<file path="src/hw/rtl/hsl_to_rgb_converter_assert.svh">
// ---------------------------------------------------------------------------
// hsl_to_rgb_converter_assert.svh
// Assertion macros shared by the HSL to RGB converter RTL.
// ---------------------------------------------------------------------------
`ifndef HSL_TO_RGB_CONVERTER_ASSERT_SVH
`define HSL_TO_RGB_CONVERTER_ASSERT_SVH

// Check a condition at every clock edge outside reset.
`define HSLC_ASSERT_ALWAYS(label, cond, msg) \
   label: assert property (@(posedge clock) disable iff (reset) (cond)) else $error(msg);

// Check that a condition in one cycle implies another in the next cycle.
`define HSLC_ASSERT_NEXT(label, ante, cons, msg) \
   label: assert property (@(posedge clock) disable iff (reset) (ante) |=> (cons)) \
      else $error(msg);

`endif

</file>
<file path="src/hw/rtl/hslc_pkg.sv">
`timescale 1ns / 1ps
// ---------------------------------------------------------------------------
// hslc_pkg
// Widths, fixed-point constants and shared types of the HSL to RGB converter.
// ---------------------------------------------------------------------------
package hslc_pkg;

   // field formats
   localparam int FRAC_BITS     = 12;
   localparam int HUE_FRAC_BITS = 6;
   localparam int HUE_W         = 24;
   localparam int FIELD_W       = 16;
   localparam int BYTE_W        = 8;

   // fixed-point units
   localparam int ONE        = 1 << FRAC_BITS;
   localparam int SECTOR_LEN = 60 << HUE_FRAC_BITS;
   localparam int FULL_TURN  = 360 << HUE_FRAC_BITS;

   // whole turns added so that every hue becomes non-negative
   localparam int HUE_OFFSET =
      (((1 << (HUE_W - 1)) + FULL_TURN - 1) / FULL_TURN) * FULL_TURN;
   localparam int U_W = HUE_W + 1;

   // reciprocal of one turn; the quotient estimate is low by at most one
   localparam int              RECIP_SHIFT = U_W + 10;
   localparam longint unsigned RECIP       = (64'd1 << RECIP_SHIFT) / FULL_TURN;
   localparam int              RECIP_W     = $clog2(RECIP + 1);
   localparam int              Q_W         = $clog2((1 << U_W) / FULL_TURN + 1);
   localparam int              HW_W        = $clog2(2 * FULL_TURN);

   // datapath widths
   localparam int T_W  = $clog2(SECTOR_LEN + 1);
   localparam int CL_W = FRAC_BITS + 1;
   localparam int C2_W = 2 * FRAC_BITS + 1;
   localparam int A_W  = 2 * FRAC_BITS + 2;
   localparam int N_W  = 2 * FRAC_BITS + T_W + 2;

   // channel numerators are over 2 * ONE^2 * SECTOR_LEN = 15 * 2^SCALE_SHIFT,
   // so 255 / denominator reduces to 17 / 2^SCALE_SHIFT
   localparam int SCALE_MUL   = 17;
   localparam int SCALE_SHIFT = 2 * FRAC_BITS + HUE_FRAC_BITS + 3;
   localparam int SCALED_W    = N_W + 5;

   // 60-degree hue sectors: which channels carry chroma and secondary
   typedef enum logic [2:0] {
      SEC_RG = 3'd0,
      SEC_GR = 3'd1,
      SEC_GB = 3'd2,
      SEC_BG = 3'd3,
      SEC_BR = 3'd4,
      SEC_RB = 3'd5
   } sector_type;

   // per-stage load enables of the pipeline
   typedef struct packed {
      logic s7;
      logic s6;
      logic s5;
      logic s4;
      logic s3;
      logic s2;
      logic s1;
   } pipe_en_type;

endpackage

</file>
<file path="src/hw/rtl/hsl_to_rgb_converter.sv">
`timescale 1ns / 1ps
// An item captured at its accepting edge passes stages s1 to s7 in order and
// is then on rsp_*, where its result waits until it is taken.
// Throughput: one item per cycle; the pipeline is seven register stages
// and a full stage holds only while the stage after it holds.
// Reset clears the valid bit of every stage; payload registers are not reset.
// ---------------------------------------------------------------------------
// hsl_to_rgb_converter
// Converts an HSL color with alpha into 8-bit RGBA in a seven-stage pipeline.
// ---------------------------------------------------------------------------
`include "hsl_to_rgb_converter_assert.svh"

module hsl_to_rgb_converter
   import hslc_pkg::*;
(
   input  logic                clock,
   input  logic                reset,
   input  logic                req_valid,
   output logic                req_stall,
   input  logic [HUE_W-1:0]    req_hue,
   input  logic [FIELD_W-1:0]  req_saturation,
   input  logic [FIELD_W-1:0]  req_lightness,
   input  logic [FIELD_W-1:0]  req_alpha,
   output logic                rsp_valid,
   input  logic                rsp_stall,
   output logic [BYTE_W-1:0]   rsp_red,
   output logic [BYTE_W-1:0]   rsp_green,
   output logic [BYTE_W-1:0]   rsp_blue,
   output logic [BYTE_W-1:0]   rsp_opacity
);

   pipe_en_type        adv;
   logic [7:1]         adv_vec;
   logic [7:1]         vld_ff;
   sector_type         sector;
   logic [T_W-1:0]     ramp;
   logic [C2_W-1:0]    chroma;
   logic [A_W-1:0]     offset;
   logic [BYTE_W-1:0]  opacity4;
   logic               acc_in, acc_out;
   logic [3:0]         n_vld;
   logic               no_hs, in_only, full_wait;

   // a stage loads when it is empty or the stage after it moves
   always_comb begin
      adv.s7 = !vld_ff[7] || !rsp_stall;
      adv.s6 = !vld_ff[6] || adv.s7;
      adv.s5 = !vld_ff[5] || adv.s6;
      adv.s4 = !vld_ff[4] || adv.s5;
      adv.s3 = !vld_ff[3] || adv.s4;
      adv.s2 = !vld_ff[2] || adv.s3;
      adv.s1 = !vld_ff[1] || adv.s2;
   end

   assign adv_vec   = adv;
   assign req_stall = !adv.s1;
   assign rsp_valid = vld_ff[7];
   assign acc_in    = req_valid && !req_stall;
   assign acc_out   = rsp_valid && !rsp_stall;

   // advance the valid bits with their items
   always_ff @(posedge clock) begin
      if (reset) begin
         vld_ff <= '0;
      end else begin
         if (adv_vec[1]) begin
            vld_ff[1] <= req_valid;
         end
         for (int k = 2; k <= 7; k++) begin
            if (adv_vec[k]) begin
               vld_ff[k] <= vld_ff[k-1];
            end
         end
      end
   end

   hslc_hue_wrap u_hue_wrap (
      .clock  (clock),
      .adv    (adv),
      .hue    (req_hue),
      .sector (sector),
      .ramp   (ramp)
   );

   hslc_chroma u_chroma (
      .clock      (clock),
      .adv        (adv),
      .saturation (req_saturation),
      .lightness  (req_lightness),
      .alpha      (req_alpha),
      .chroma     (chroma),
      .offset     (offset),
      .opacity    (opacity4)
   );

   hslc_channel u_channel (
      .clock      (clock),
      .adv        (adv),
      .sector     (sector),
      .ramp       (ramp),
      .chroma     (chroma),
      .offset     (offset),
      .opacity_in (opacity4),
      .red        (rsp_red),
      .green      (rsp_green),
      .blue       (rsp_blue),
      .opacity    (rsp_opacity)
   );

   // items in flight and the handshakes that move them
   assign n_vld     = 4'($countones(vld_ff));
   assign no_hs     = !acc_in && !acc_out;
   assign in_only   = acc_in && !acc_out;
   assign full_wait = (&vld_ff) && rsp_stall;

   // input backs up only when every stage holds an item and the output waits
   `HSLC_ASSERT_ALWAYS(a_stall_only_full, !req_stall || full_wait, "input stalled with room left")

   // items in flight change only by an accept or a delivery
   `HSLC_ASSERT_NEXT(a_count_hold, no_hs, n_vld == $past(n_vld), "count changed, no handshake")

   // one accept and no delivery adds exactly one item
   `HSLC_ASSERT_NEXT(a_count_grow, in_only, n_vld == $past(n_vld) + 4'd1, "accepted item lost")

endmodule

</file>
<file path="src/hw/rtl/hslc_hue_wrap.sv">
`timescale 1ns / 1ps
// ---------------------------------------------------------------------------
// hslc_hue_wrap
// Stages 1-4: wrap the hue into one turn, pick the sector and the distance
// used for the secondary component.
// ---------------------------------------------------------------------------
module hslc_hue_wrap
   import hslc_pkg::*;
(
   input  logic              clock,
   input  pipe_en_type       adv,
   input  logic [HUE_W-1:0]  hue,
   output sector_type        sector,
   output logic [T_W-1:0]    ramp
);

   logic [U_W-1:0]             u_in, u_ff, u2_ff;
   logic [U_W+RECIP_W-1:0]     q_prod;
   logic [Q_W-1:0]             q_in, q_ff;
   logic [U_W-1:0]             q_turns, r0;
   logic [HW_W-1:0]            hw_in, hw_ff;
   logic [HW_W-1:0]            sec_base, rem_w;
   logic [T_W-1:0]             rem;
   sector_type                 sec_in, sec_ff;
   logic [T_W-1:0]             ramp_in, ramp_ff;
   logic                       odd;

   // stage 1: shift hue into the non-negative range
   assign u_in = U_W'({hue[HUE_W-1], hue}) + U_W'(HUE_OFFSET);

   // stage 2: estimate the number of whole turns
   assign q_prod = U_W'(u_ff) * RECIP_W'(RECIP);
   assign q_in   = q_prod[RECIP_SHIFT +: Q_W];

   // stage 3: remainder, corrected once for a low estimate
   assign q_turns = U_W'(q_ff * U_W'(FULL_TURN));
   assign r0      = u2_ff - q_turns;
   assign hw_in   = (r0 >= U_W'(FULL_TURN)) ? HW_W'(r0 - U_W'(FULL_TURN))
                                            : HW_W'(r0);

   // stage 4: sector and distance into it, mirrored in odd sectors
   always_comb begin
      priority if (hw_ff >= HW_W'(5 * SECTOR_LEN)) begin
         sec_in   = SEC_RB;
         sec_base = HW_W'(5 * SECTOR_LEN);
      end else if (hw_ff >= HW_W'(4 * SECTOR_LEN)) begin
         sec_in   = SEC_BR;
         sec_base = HW_W'(4 * SECTOR_LEN);
      end else if (hw_ff >= HW_W'(3 * SECTOR_LEN)) begin
         sec_in   = SEC_BG;
         sec_base = HW_W'(3 * SECTOR_LEN);
      end else if (hw_ff >= HW_W'(2 * SECTOR_LEN)) begin
         sec_in   = SEC_GB;
         sec_base = HW_W'(2 * SECTOR_LEN);
      end else if (hw_ff >= HW_W'(SECTOR_LEN)) begin
         sec_in   = SEC_GR;
         sec_base = HW_W'(SECTOR_LEN);
      end else begin
         sec_in   = SEC_RG;
         sec_base = '0;
      end
   end

   assign rem_w   = hw_ff - sec_base;
   assign rem     = rem_w[T_W-1:0];
   assign odd     = (sec_in == SEC_GR) || (sec_in == SEC_BG) || (sec_in == SEC_RB);
   assign ramp_in = odd ? T_W'(T_W'(SECTOR_LEN) - rem) : rem;

   // advance the stage registers
   always_ff @(posedge clock) begin
      if (adv.s1) begin
         u_ff <= u_in;
      end
      if (adv.s2) begin
         q_ff  <= q_in;
         u2_ff <= u_ff;
      end
      if (adv.s3) begin
         hw_ff <= hw_in;
      end
      if (adv.s4) begin
         sec_ff  <= sec_in;
         ramp_ff <= ramp_in;
      end
   end

   assign sector = sec_ff;
   assign ramp   = ramp_ff;

endmodule

</file>
<file path="src/hw/rtl/hslc_chroma.sv">
`timescale 1ns / 1ps
// ---------------------------------------------------------------------------
// hslc_chroma
// Stages 1-4: clamp the fractions, form chroma, the offset term and the
// opacity byte.
// ---------------------------------------------------------------------------
module hslc_chroma
   import hslc_pkg::*;
(
   input  logic                clock,
   input  pipe_en_type         adv,
   input  logic [FIELD_W-1:0]  saturation,
   input  logic [FIELD_W-1:0]  lightness,
   input  logic [FIELD_W-1:0]  alpha,
   output logic [C2_W-1:0]     chroma,
   output logic [A_W-1:0]      offset,
   output logic [BYTE_W-1:0]   opacity
);

   logic [CL_W-1:0]        sat_ff, lig_ff, alp_ff, lig2_ff;
   logic [CL_W:0]          twice;
   logic [CL_W-1:0]        dev, omd;
   logic [C2_W-1:0]        c2_in, c2_ff, c2_3_ff, c2_4_ff;
   logic [CL_W+BYTE_W-1:0] alp_prod;
   logic [BYTE_W-1:0]      opa_in, opa2_ff, opa3_ff, opa4_ff;
   logic [A_W-1:0]         a_in, a_ff, a4_ff;

   // limit a signed fraction to 0..1
   function automatic logic [CL_W-1:0] clamp_unit(input logic [FIELD_W-1:0] v);
      logic signed [FIELD_W-1:0] sv;
      sv = signed'(v);
      if (sv < 0) begin
         return '0;
      end else if (sv > signed'(FIELD_W'(ONE))) begin
         return CL_W'(ONE);
      end else begin
         return v[CL_W-1:0];
      end
   endfunction

   // stage 2: chroma = (1 - |2l - 1|) * s, opacity byte
   assign twice    = {lig_ff, 1'b0};
   assign dev      = (twice >= (CL_W+1)'(ONE)) ? CL_W'(twice - (CL_W+1)'(ONE))
                                               : CL_W'((CL_W+1)'(ONE) - twice);
   assign omd      = CL_W'(ONE) - dev;
   assign c2_in    = C2_W'(C2_W'(omd) * C2_W'(sat_ff));
   assign alp_prod = (CL_W+BYTE_W)'(alp_ff) * (CL_W+BYTE_W)'(255);
   assign opa_in   = alp_prod[FRAC_BITS +: BYTE_W];

   // stage 3: offset term 2*l*ONE - chroma, never negative
   assign a_in = (A_W'(lig2_ff) << (FRAC_BITS + 1)) - A_W'(c2_ff);

   // advance the stage registers
   always_ff @(posedge clock) begin
      if (adv.s1) begin
         sat_ff <= clamp_unit(saturation);
         lig_ff <= clamp_unit(lightness);
         alp_ff <= clamp_unit(alpha);
      end
      if (adv.s2) begin
         c2_ff   <= c2_in;
         lig2_ff <= lig_ff;
         opa2_ff <= opa_in;
      end
      if (adv.s3) begin
         a_ff    <= a_in;
         c2_3_ff <= c2_ff;
         opa3_ff <= opa2_ff;
      end
      if (adv.s4) begin
         a4_ff   <= a_ff;
         c2_4_ff <= c2_3_ff;
         opa4_ff <= opa3_ff;
      end
   end

   assign chroma  = c2_4_ff;
   assign offset  = a4_ff;
   assign opacity = opa4_ff;

endmodule

</file>
<file path="src/hw/rtl/hslc_channel.sv">
`timescale 1ns / 1ps
// ---------------------------------------------------------------------------
// hslc_channel
// Stages 5-7: build the channel numerators, place them by sector and scale
// each to a byte. Stage 7 is the output register.
// ---------------------------------------------------------------------------
module hslc_channel
   import hslc_pkg::*;
(
   input  logic               clock,
   input  pipe_en_type        adv,
   input  sector_type         sector,
   input  logic [T_W-1:0]     ramp,
   input  logic [C2_W-1:0]    chroma,
   input  logic [A_W-1:0]     offset,
   input  logic [BYTE_W-1:0]  opacity_in,
   output logic [BYTE_W-1:0]  red,
   output logic [BYTE_W-1:0]  green,
   output logic [BYTE_W-1:0]  blue,
   output logic [BYTE_W-1:0]  opacity
);

   logic [N_W-1:0]    p_in, p_ff, base_in, base_ff, full_in, full_ff;
   logic [N_W-1:0]    sum_a;
   sector_type        sec5_ff;
   logic [BYTE_W-1:0] opa5_ff, opa6_ff, opa7_ff;
   logic [N_W-1:0]    nx;
   logic [N_W-1:0]    nr_in, ng_in, nb_in, nr_ff, ng_ff, nb_ff;
   logic [BYTE_W-1:0] red_ff, green_ff, blue_ff;

   // floor(255 * n / denominator) as a multiply by 17 and a shift
   function automatic logic [BYTE_W-1:0] to_byte(input logic [N_W-1:0] n);
      logic [SCALED_W-1:0] prod;
      prod = SCALED_W'(n) * SCALED_W'(SCALE_MUL);
      return prod[SCALE_SHIFT +: BYTE_W];
   endfunction

   // stage 5: secondary product, offset-only and chroma numerators
   assign p_in    = N_W'(N_W'(chroma) * N_W'(ramp));
   assign base_in = N_W'(N_W'(offset) * N_W'(SECTOR_LEN));
   assign sum_a   = N_W'(offset) + (N_W'(chroma) << 1);
   assign full_in = N_W'(sum_a * N_W'(SECTOR_LEN));

   // stage 6: place chroma and secondary on the channels
   assign nx = base_ff + (p_ff << 1);

   always_comb begin
      unique case (sec5_ff)
         SEC_RG: begin
            nr_in = full_ff;
            ng_in = nx;
            nb_in = base_ff;
         end
         SEC_GR: begin
            nr_in = nx;
            ng_in = full_ff;
            nb_in = base_ff;
         end
         SEC_GB: begin
            nr_in = base_ff;
            ng_in = full_ff;
            nb_in = nx;
         end
         SEC_BG: begin
            nr_in = base_ff;
            ng_in = nx;
            nb_in = full_ff;
         end
         SEC_BR: begin
            nr_in = nx;
            ng_in = base_ff;
            nb_in = full_ff;
         end
         default: begin
            nr_in = full_ff;
            ng_in = base_ff;
            nb_in = nx;
         end
      endcase
   end

   // advance the stage registers
   always_ff @(posedge clock) begin
      if (adv.s5) begin
         p_ff    <= p_in;
         base_ff <= base_in;
         full_ff <= full_in;
         sec5_ff <= sector;
         opa5_ff <= opacity_in;
      end
      if (adv.s6) begin
         nr_ff   <= nr_in;
         ng_ff   <= ng_in;
         nb_ff   <= nb_in;
         opa6_ff <= opa5_ff;
      end
      if (adv.s7) begin
         red_ff   <= to_byte(nr_ff);
         green_ff <= to_byte(ng_ff);
         blue_ff  <= to_byte(nb_ff);
         opa7_ff  <= opa6_ff;
      end
   end

   assign red     = red_ff;
   assign green   = green_ff;
   assign blue    = blue_ff;
   assign opacity = opa7_ff;

endmodule

</file>
<file path="config.mk">
export PLATFORM = sky130hd
export DESIGN_NAME = hsl_to_rgb_converter
export DESIGN_NICKNAME = d
export VERILOG_FILES = /design/src/hw/rtl/hslc_pkg.sv /design/src/hw/rtl/hsl_to_rgb_converter.sv /design/src/hw/rtl/hslc_hue_wrap.sv /design/src/hw/rtl/hslc_chroma.sv /design/src/hw/rtl/hslc_channel.sv
export VERILOG_INCLUDE_DIRS = /design/src /design/src/hw/rtl
export SDC_FILE = /design/constraint.sdc
export NUM_CORES = 2
export LEC_CHECK = 0
export BUFFER_PORTS_ARGS = -buffer_cell sky130_fd_sc_hd__buf_2
export CORE_ASPECT_RATIO = 1.2
export CORE_UTILIZATION = 65
export DETAILED_ROUTE_END_ITERATION = 6
export PLACE_DENSITY = 0.9
export SYNTH_ARGS = -nofsm -noshare
export SYNTH_HDL_FRONTEND = slang
export SYNTH_SLANG_ARGS = --single-unit
</file>
<file path="constraint.sdc">
create_clock -name clock -period 9.6 [get_ports clock]
set_input_delay 0.48 -clock clock [delete_from_list [all_inputs] [get_ports clock]]
set_output_delay 0.48 -clock clock [all_outputs]
set_load 0.1 [all_outputs]
</file>
==> impl_metrics.env <==
export IMPL_die_y_microns=327.1
export IMPL_critPathArrivalTime_ps=8520
export IMPL_fin_setup_tns_ps=0
export IMPL_worst_pin_slew_ps=1220
export IMPL_run_status="finished clean"
export IMPL_start_kind="flop"
export IMPL_ant_nets=0
export IMPL_yosys_warnings=0
export IMPL_synth_seq_cells=547
export IMPL_seqCellArea_sq_um=16360
export IMPL_groute_usage_overall_pct=29.28
export IMPL_fmaxAchievable_mhz=123.1
export IMPL_reg2reg_to="u_chroma.c2_ff[24]"
export IMPL_nFillCells=5719
export IMPL_synth_area_per_cell_sq_um=10.56
export IMPL_end_kind="flop"
export IMPL_slew_viol_final=0
export IMPL_critPathMaxFanout=17
export IMPL_cts_tree="built"
export IMPL_io_pins=110
export IMPL_fin_crit_ps=8123
export IMPL_area_growth_pct=6.197
export IMPL_syn_nets=6873
export IMPL_antenna_found_initial=0
export IMPL_fp_dieW_microns=272.9
export IMPL_gp_congestion=0.9552
export IMPL_r2r_setup_slack_ps=1480
export IMPL_rr_worst_depth=27
export IMPL_cts_root_buffer="clkbuf_16"
export IMPL_crit_slowest_cell="o41ai_1"
export IMPL_postSynth_asyncResetShare_pct=0
export IMPL_synth_top_area_cell="edfxtp_1"
export IMPL_holdCritStartpoint="req_hue[2]"
export IMPL_clk_transition_reported_paths_ps=60
export IMPL_wl_per_cell_microns=19.17
export IMPL_grt_ovfl_total=0
export IMPL_drive_gt1_share_pct=5.058
export IMPL_finalClockSkew_ps=36.50
export IMPL_h_tree_depth=2
export IMPL_yosysUniqueCellTypes=93
export IMPL_max_stage_delay_ps=680
export IMPL_port_buffers=109
export IMPL_min_path_cells=1
export IMPL_syn_cell_area_sq_um=57260
export IMPL_dieArea_sq_um=89290
export IMPL_num_antenna_cells=0
export IMPL_min_path_type="in -> reg"
export IMPL_setup_violations=0
export IMPL_grt_pass1_wl_microns=209900
export IMPL_drc=0
export IMPL_clock_path_buffers=3
export IMPL_start_util_pct=65.96
export IMPL_cap_violations=0
export IMPL_regToRegStartpoint="u_chroma.lig_ff[0]"
export IMPL_first_pass_iters=5
export IMPL_synthTopCellsByArea="edfxtp_1 (28%), fa_1 (23%), ha_1 (16%), inv_1 (5.8%), nand2_1 (2.8%)"
export IMPL_synth_most_common_cell="inv_1"
export IMPL_cts_made_buffers=55
export IMPL_drt_first_iter_violations=2735
export IMPL_grt_max_degree=83
export IMPL_num_rows=118
export IMPL_insertion_delay_ps=650
export IMPL_slew_headroom_pct=18.39
export IMPL_seq_area_frac_synth_pct=28.56
export IMPL_multi_input_area_sq_um=37120
export IMPL_rsz0062_at_grt="no"
export IMPL_grt_pass1_vias=42631
export IMPL_synth_edf_count=540
export IMPL_synth_main_ff_cell="edfxtp_1"
export IMPL_path_class="reg -> reg"
export IMPL_cp_data_required_time_ps=10000
export IMPL_syn_inst=5423
export IMPL_dp_hpwl_microns=101200
export IMPL_holdPathEnd="u_hue_wrap.u_ff[2]"
export IMPL_synthTopCellsByCount="inv_1 (885), ha_1 (711), fa_1 (663)"
export IMPL_num_vias=40465
export IMPL_hold_violations=0
export IMPL_final_nets=6943
export IMPL_avgViaCountPerCell=6.061
export IMPL_coreArea_sq_um=86810
export IMPL_clkSinkCount=547
export IMPL_fin_crit_sh_pct=84.62
export IMPL_drt_total_wl_microns=127900
export IMPL_synth_top_cell_area_share_pct=28.32
[per-layer routing]
layer  GRT usage (%)  share of wire [%]  vias up
met2           53.93                 53     1732
met4           13.31                4.9        0
met1           33.67                 36    19804
met3           3.738                6.5      440
met5               0                  0        -
li1                -                  -    18489
[registers in the layout (all words and copies together) (netlist names), 11 cells and up]
signal	flops
u_hue_wrap.q_ff	11
u_chroma.offset	25
u_chroma.lig2_ff	13
u_chroma.chroma	23
u_chroma.c2_3_ff	23
u_chroma.a_ff	25
u_chroma.c2_ff	24
u_chroma.alp_ff	13
u_channel.full_ff	28
u_hue_wrap.ramp	12
u_channel.p_ff	36
u_chroma.sat_ff	13
u_hue_wrap.u2_ff	25
u_channel.nr_ff	36
u_hue_wrap.u_ff	25
u_channel.base_ff	29
u_chroma.lig_ff	13
u_channel.nb_ff	36
u_channel.ng_ff	36
u_hue_wrap.hw_ff	16
[critical path: cells and delay by family (launching register included)]
| kind | cells | cell delay (ps) |
|---|---|---|
| adders and majority gates | 7 | 3280 |
| AOI/OAI and AO/OA | 9 | 2570 |
| buffers and inverters | 6 | 590 |
| xor gates and xnor gates | 2 | 250 |
| and+or+nand+nor | 3 | 530 |
| DFF | 1 | 650 |
[worst max path at each step]
| stage | start | end | slack [ps] | depth (start not counted) |
|---|---|---|---|---|
| after floorplan | u_chroma.lig_ff[0] | u_chroma.c2_ff[24] | 2570 | 28 |
| after global placement | u_chroma.lig_ff[0] | u_chroma.c2_ff[24] | 1780 | 24 |
| after detailed placement | u_chroma.lig_ff[0] | u_chroma.c2_ff[24] | 1610 | 24 |
| after CTS | u_chroma.lig_ff[0] | u_chroma.c2_ff[24] | 1500 | 24 |
| after global routing | u_chroma.lig_ff[0] | u_chroma.c2_ff[24] | 910 | 26 |
| final | u_chroma.lig_ff[0] | u_chroma.c2_ff[24] | 1480 | 27 |
[final cells by class]
type / count / share of cell area (%)
clock inverters: 37 / 0.4959
flip-flops and latches: 547 / 26.90
clock buffers: 63 / 2.348
repair buffers: 148 / 1.399
well taps: 1140 / 2.346
multi-input cells: 3856 / 61.05
inverters: 885 / 5.467
[metrics by stage]
| step | instance area (sq um) | std cells | utilization, % | hold slack [ps] | worst slack, ps |
|---|---|---|---|---|---|
| CTS | 60800 | 6676 | 70.03 | 3.043 | 1503 |
| detailed placement | 59020 | 6571 | 67.99 | 404.5 | 1614 |
| floorplan | 57260 | 5423 | - | 400.3 | 2566 |
| global placement | 59020 | 6571 | 67.99 | 400.7 | 1780 |
| global route | 60810 | 6676 | 70.05 | 15.65 | 910.8 |
| finish | 60810 | 6676 | 70.05 | 30.79 | 1477 |
[kinds of logic after synthesis]
group	synth area share, %
AO/OA/AOI/OAI	10.65
XOR/XNOR	3.959
adder cells (fa/ha/maj)	38.72
buffers and inverters	6.719
flip-flops	28.56
multiplexers	0.5506
AND/OR/NAND/NOR	10.84
[placed cells by master (no fill, tap or decap), drive strengths merged, types with 46 or more instances in the layout]
| cell type | n |
|---|---|
| xor2 | 82 |
| nand2 | 425 |
| xnor2 | 176 |
| clkbuf | 63 |
| a21o | 118 |
| inv | 890 |
| o21a | 46 |
| nor3 | 75 |
| edfxtp | 540 |
| o21ai | 158 |
| buf | 143 |
| nand3 | 77 |
| nor2 | 223 |
| a21oi | 269 |
| and2 | 229 |
| ha | 711 |
| nor2b | 68 |
| fa | 663 |
[what timing repair did]
action / CTS / global route
gates resized for setup: 0 / 0
hold buffers: 5 / 0
setup endpoints to repair: 0 / 0
buffers inserted: 0 / 0
hold endpoints to repair: 5 / 0
Power is left out: the tool's default activity adds up to more than one toggle a clock period on the data nets, which glitch-free logic cannot reach.
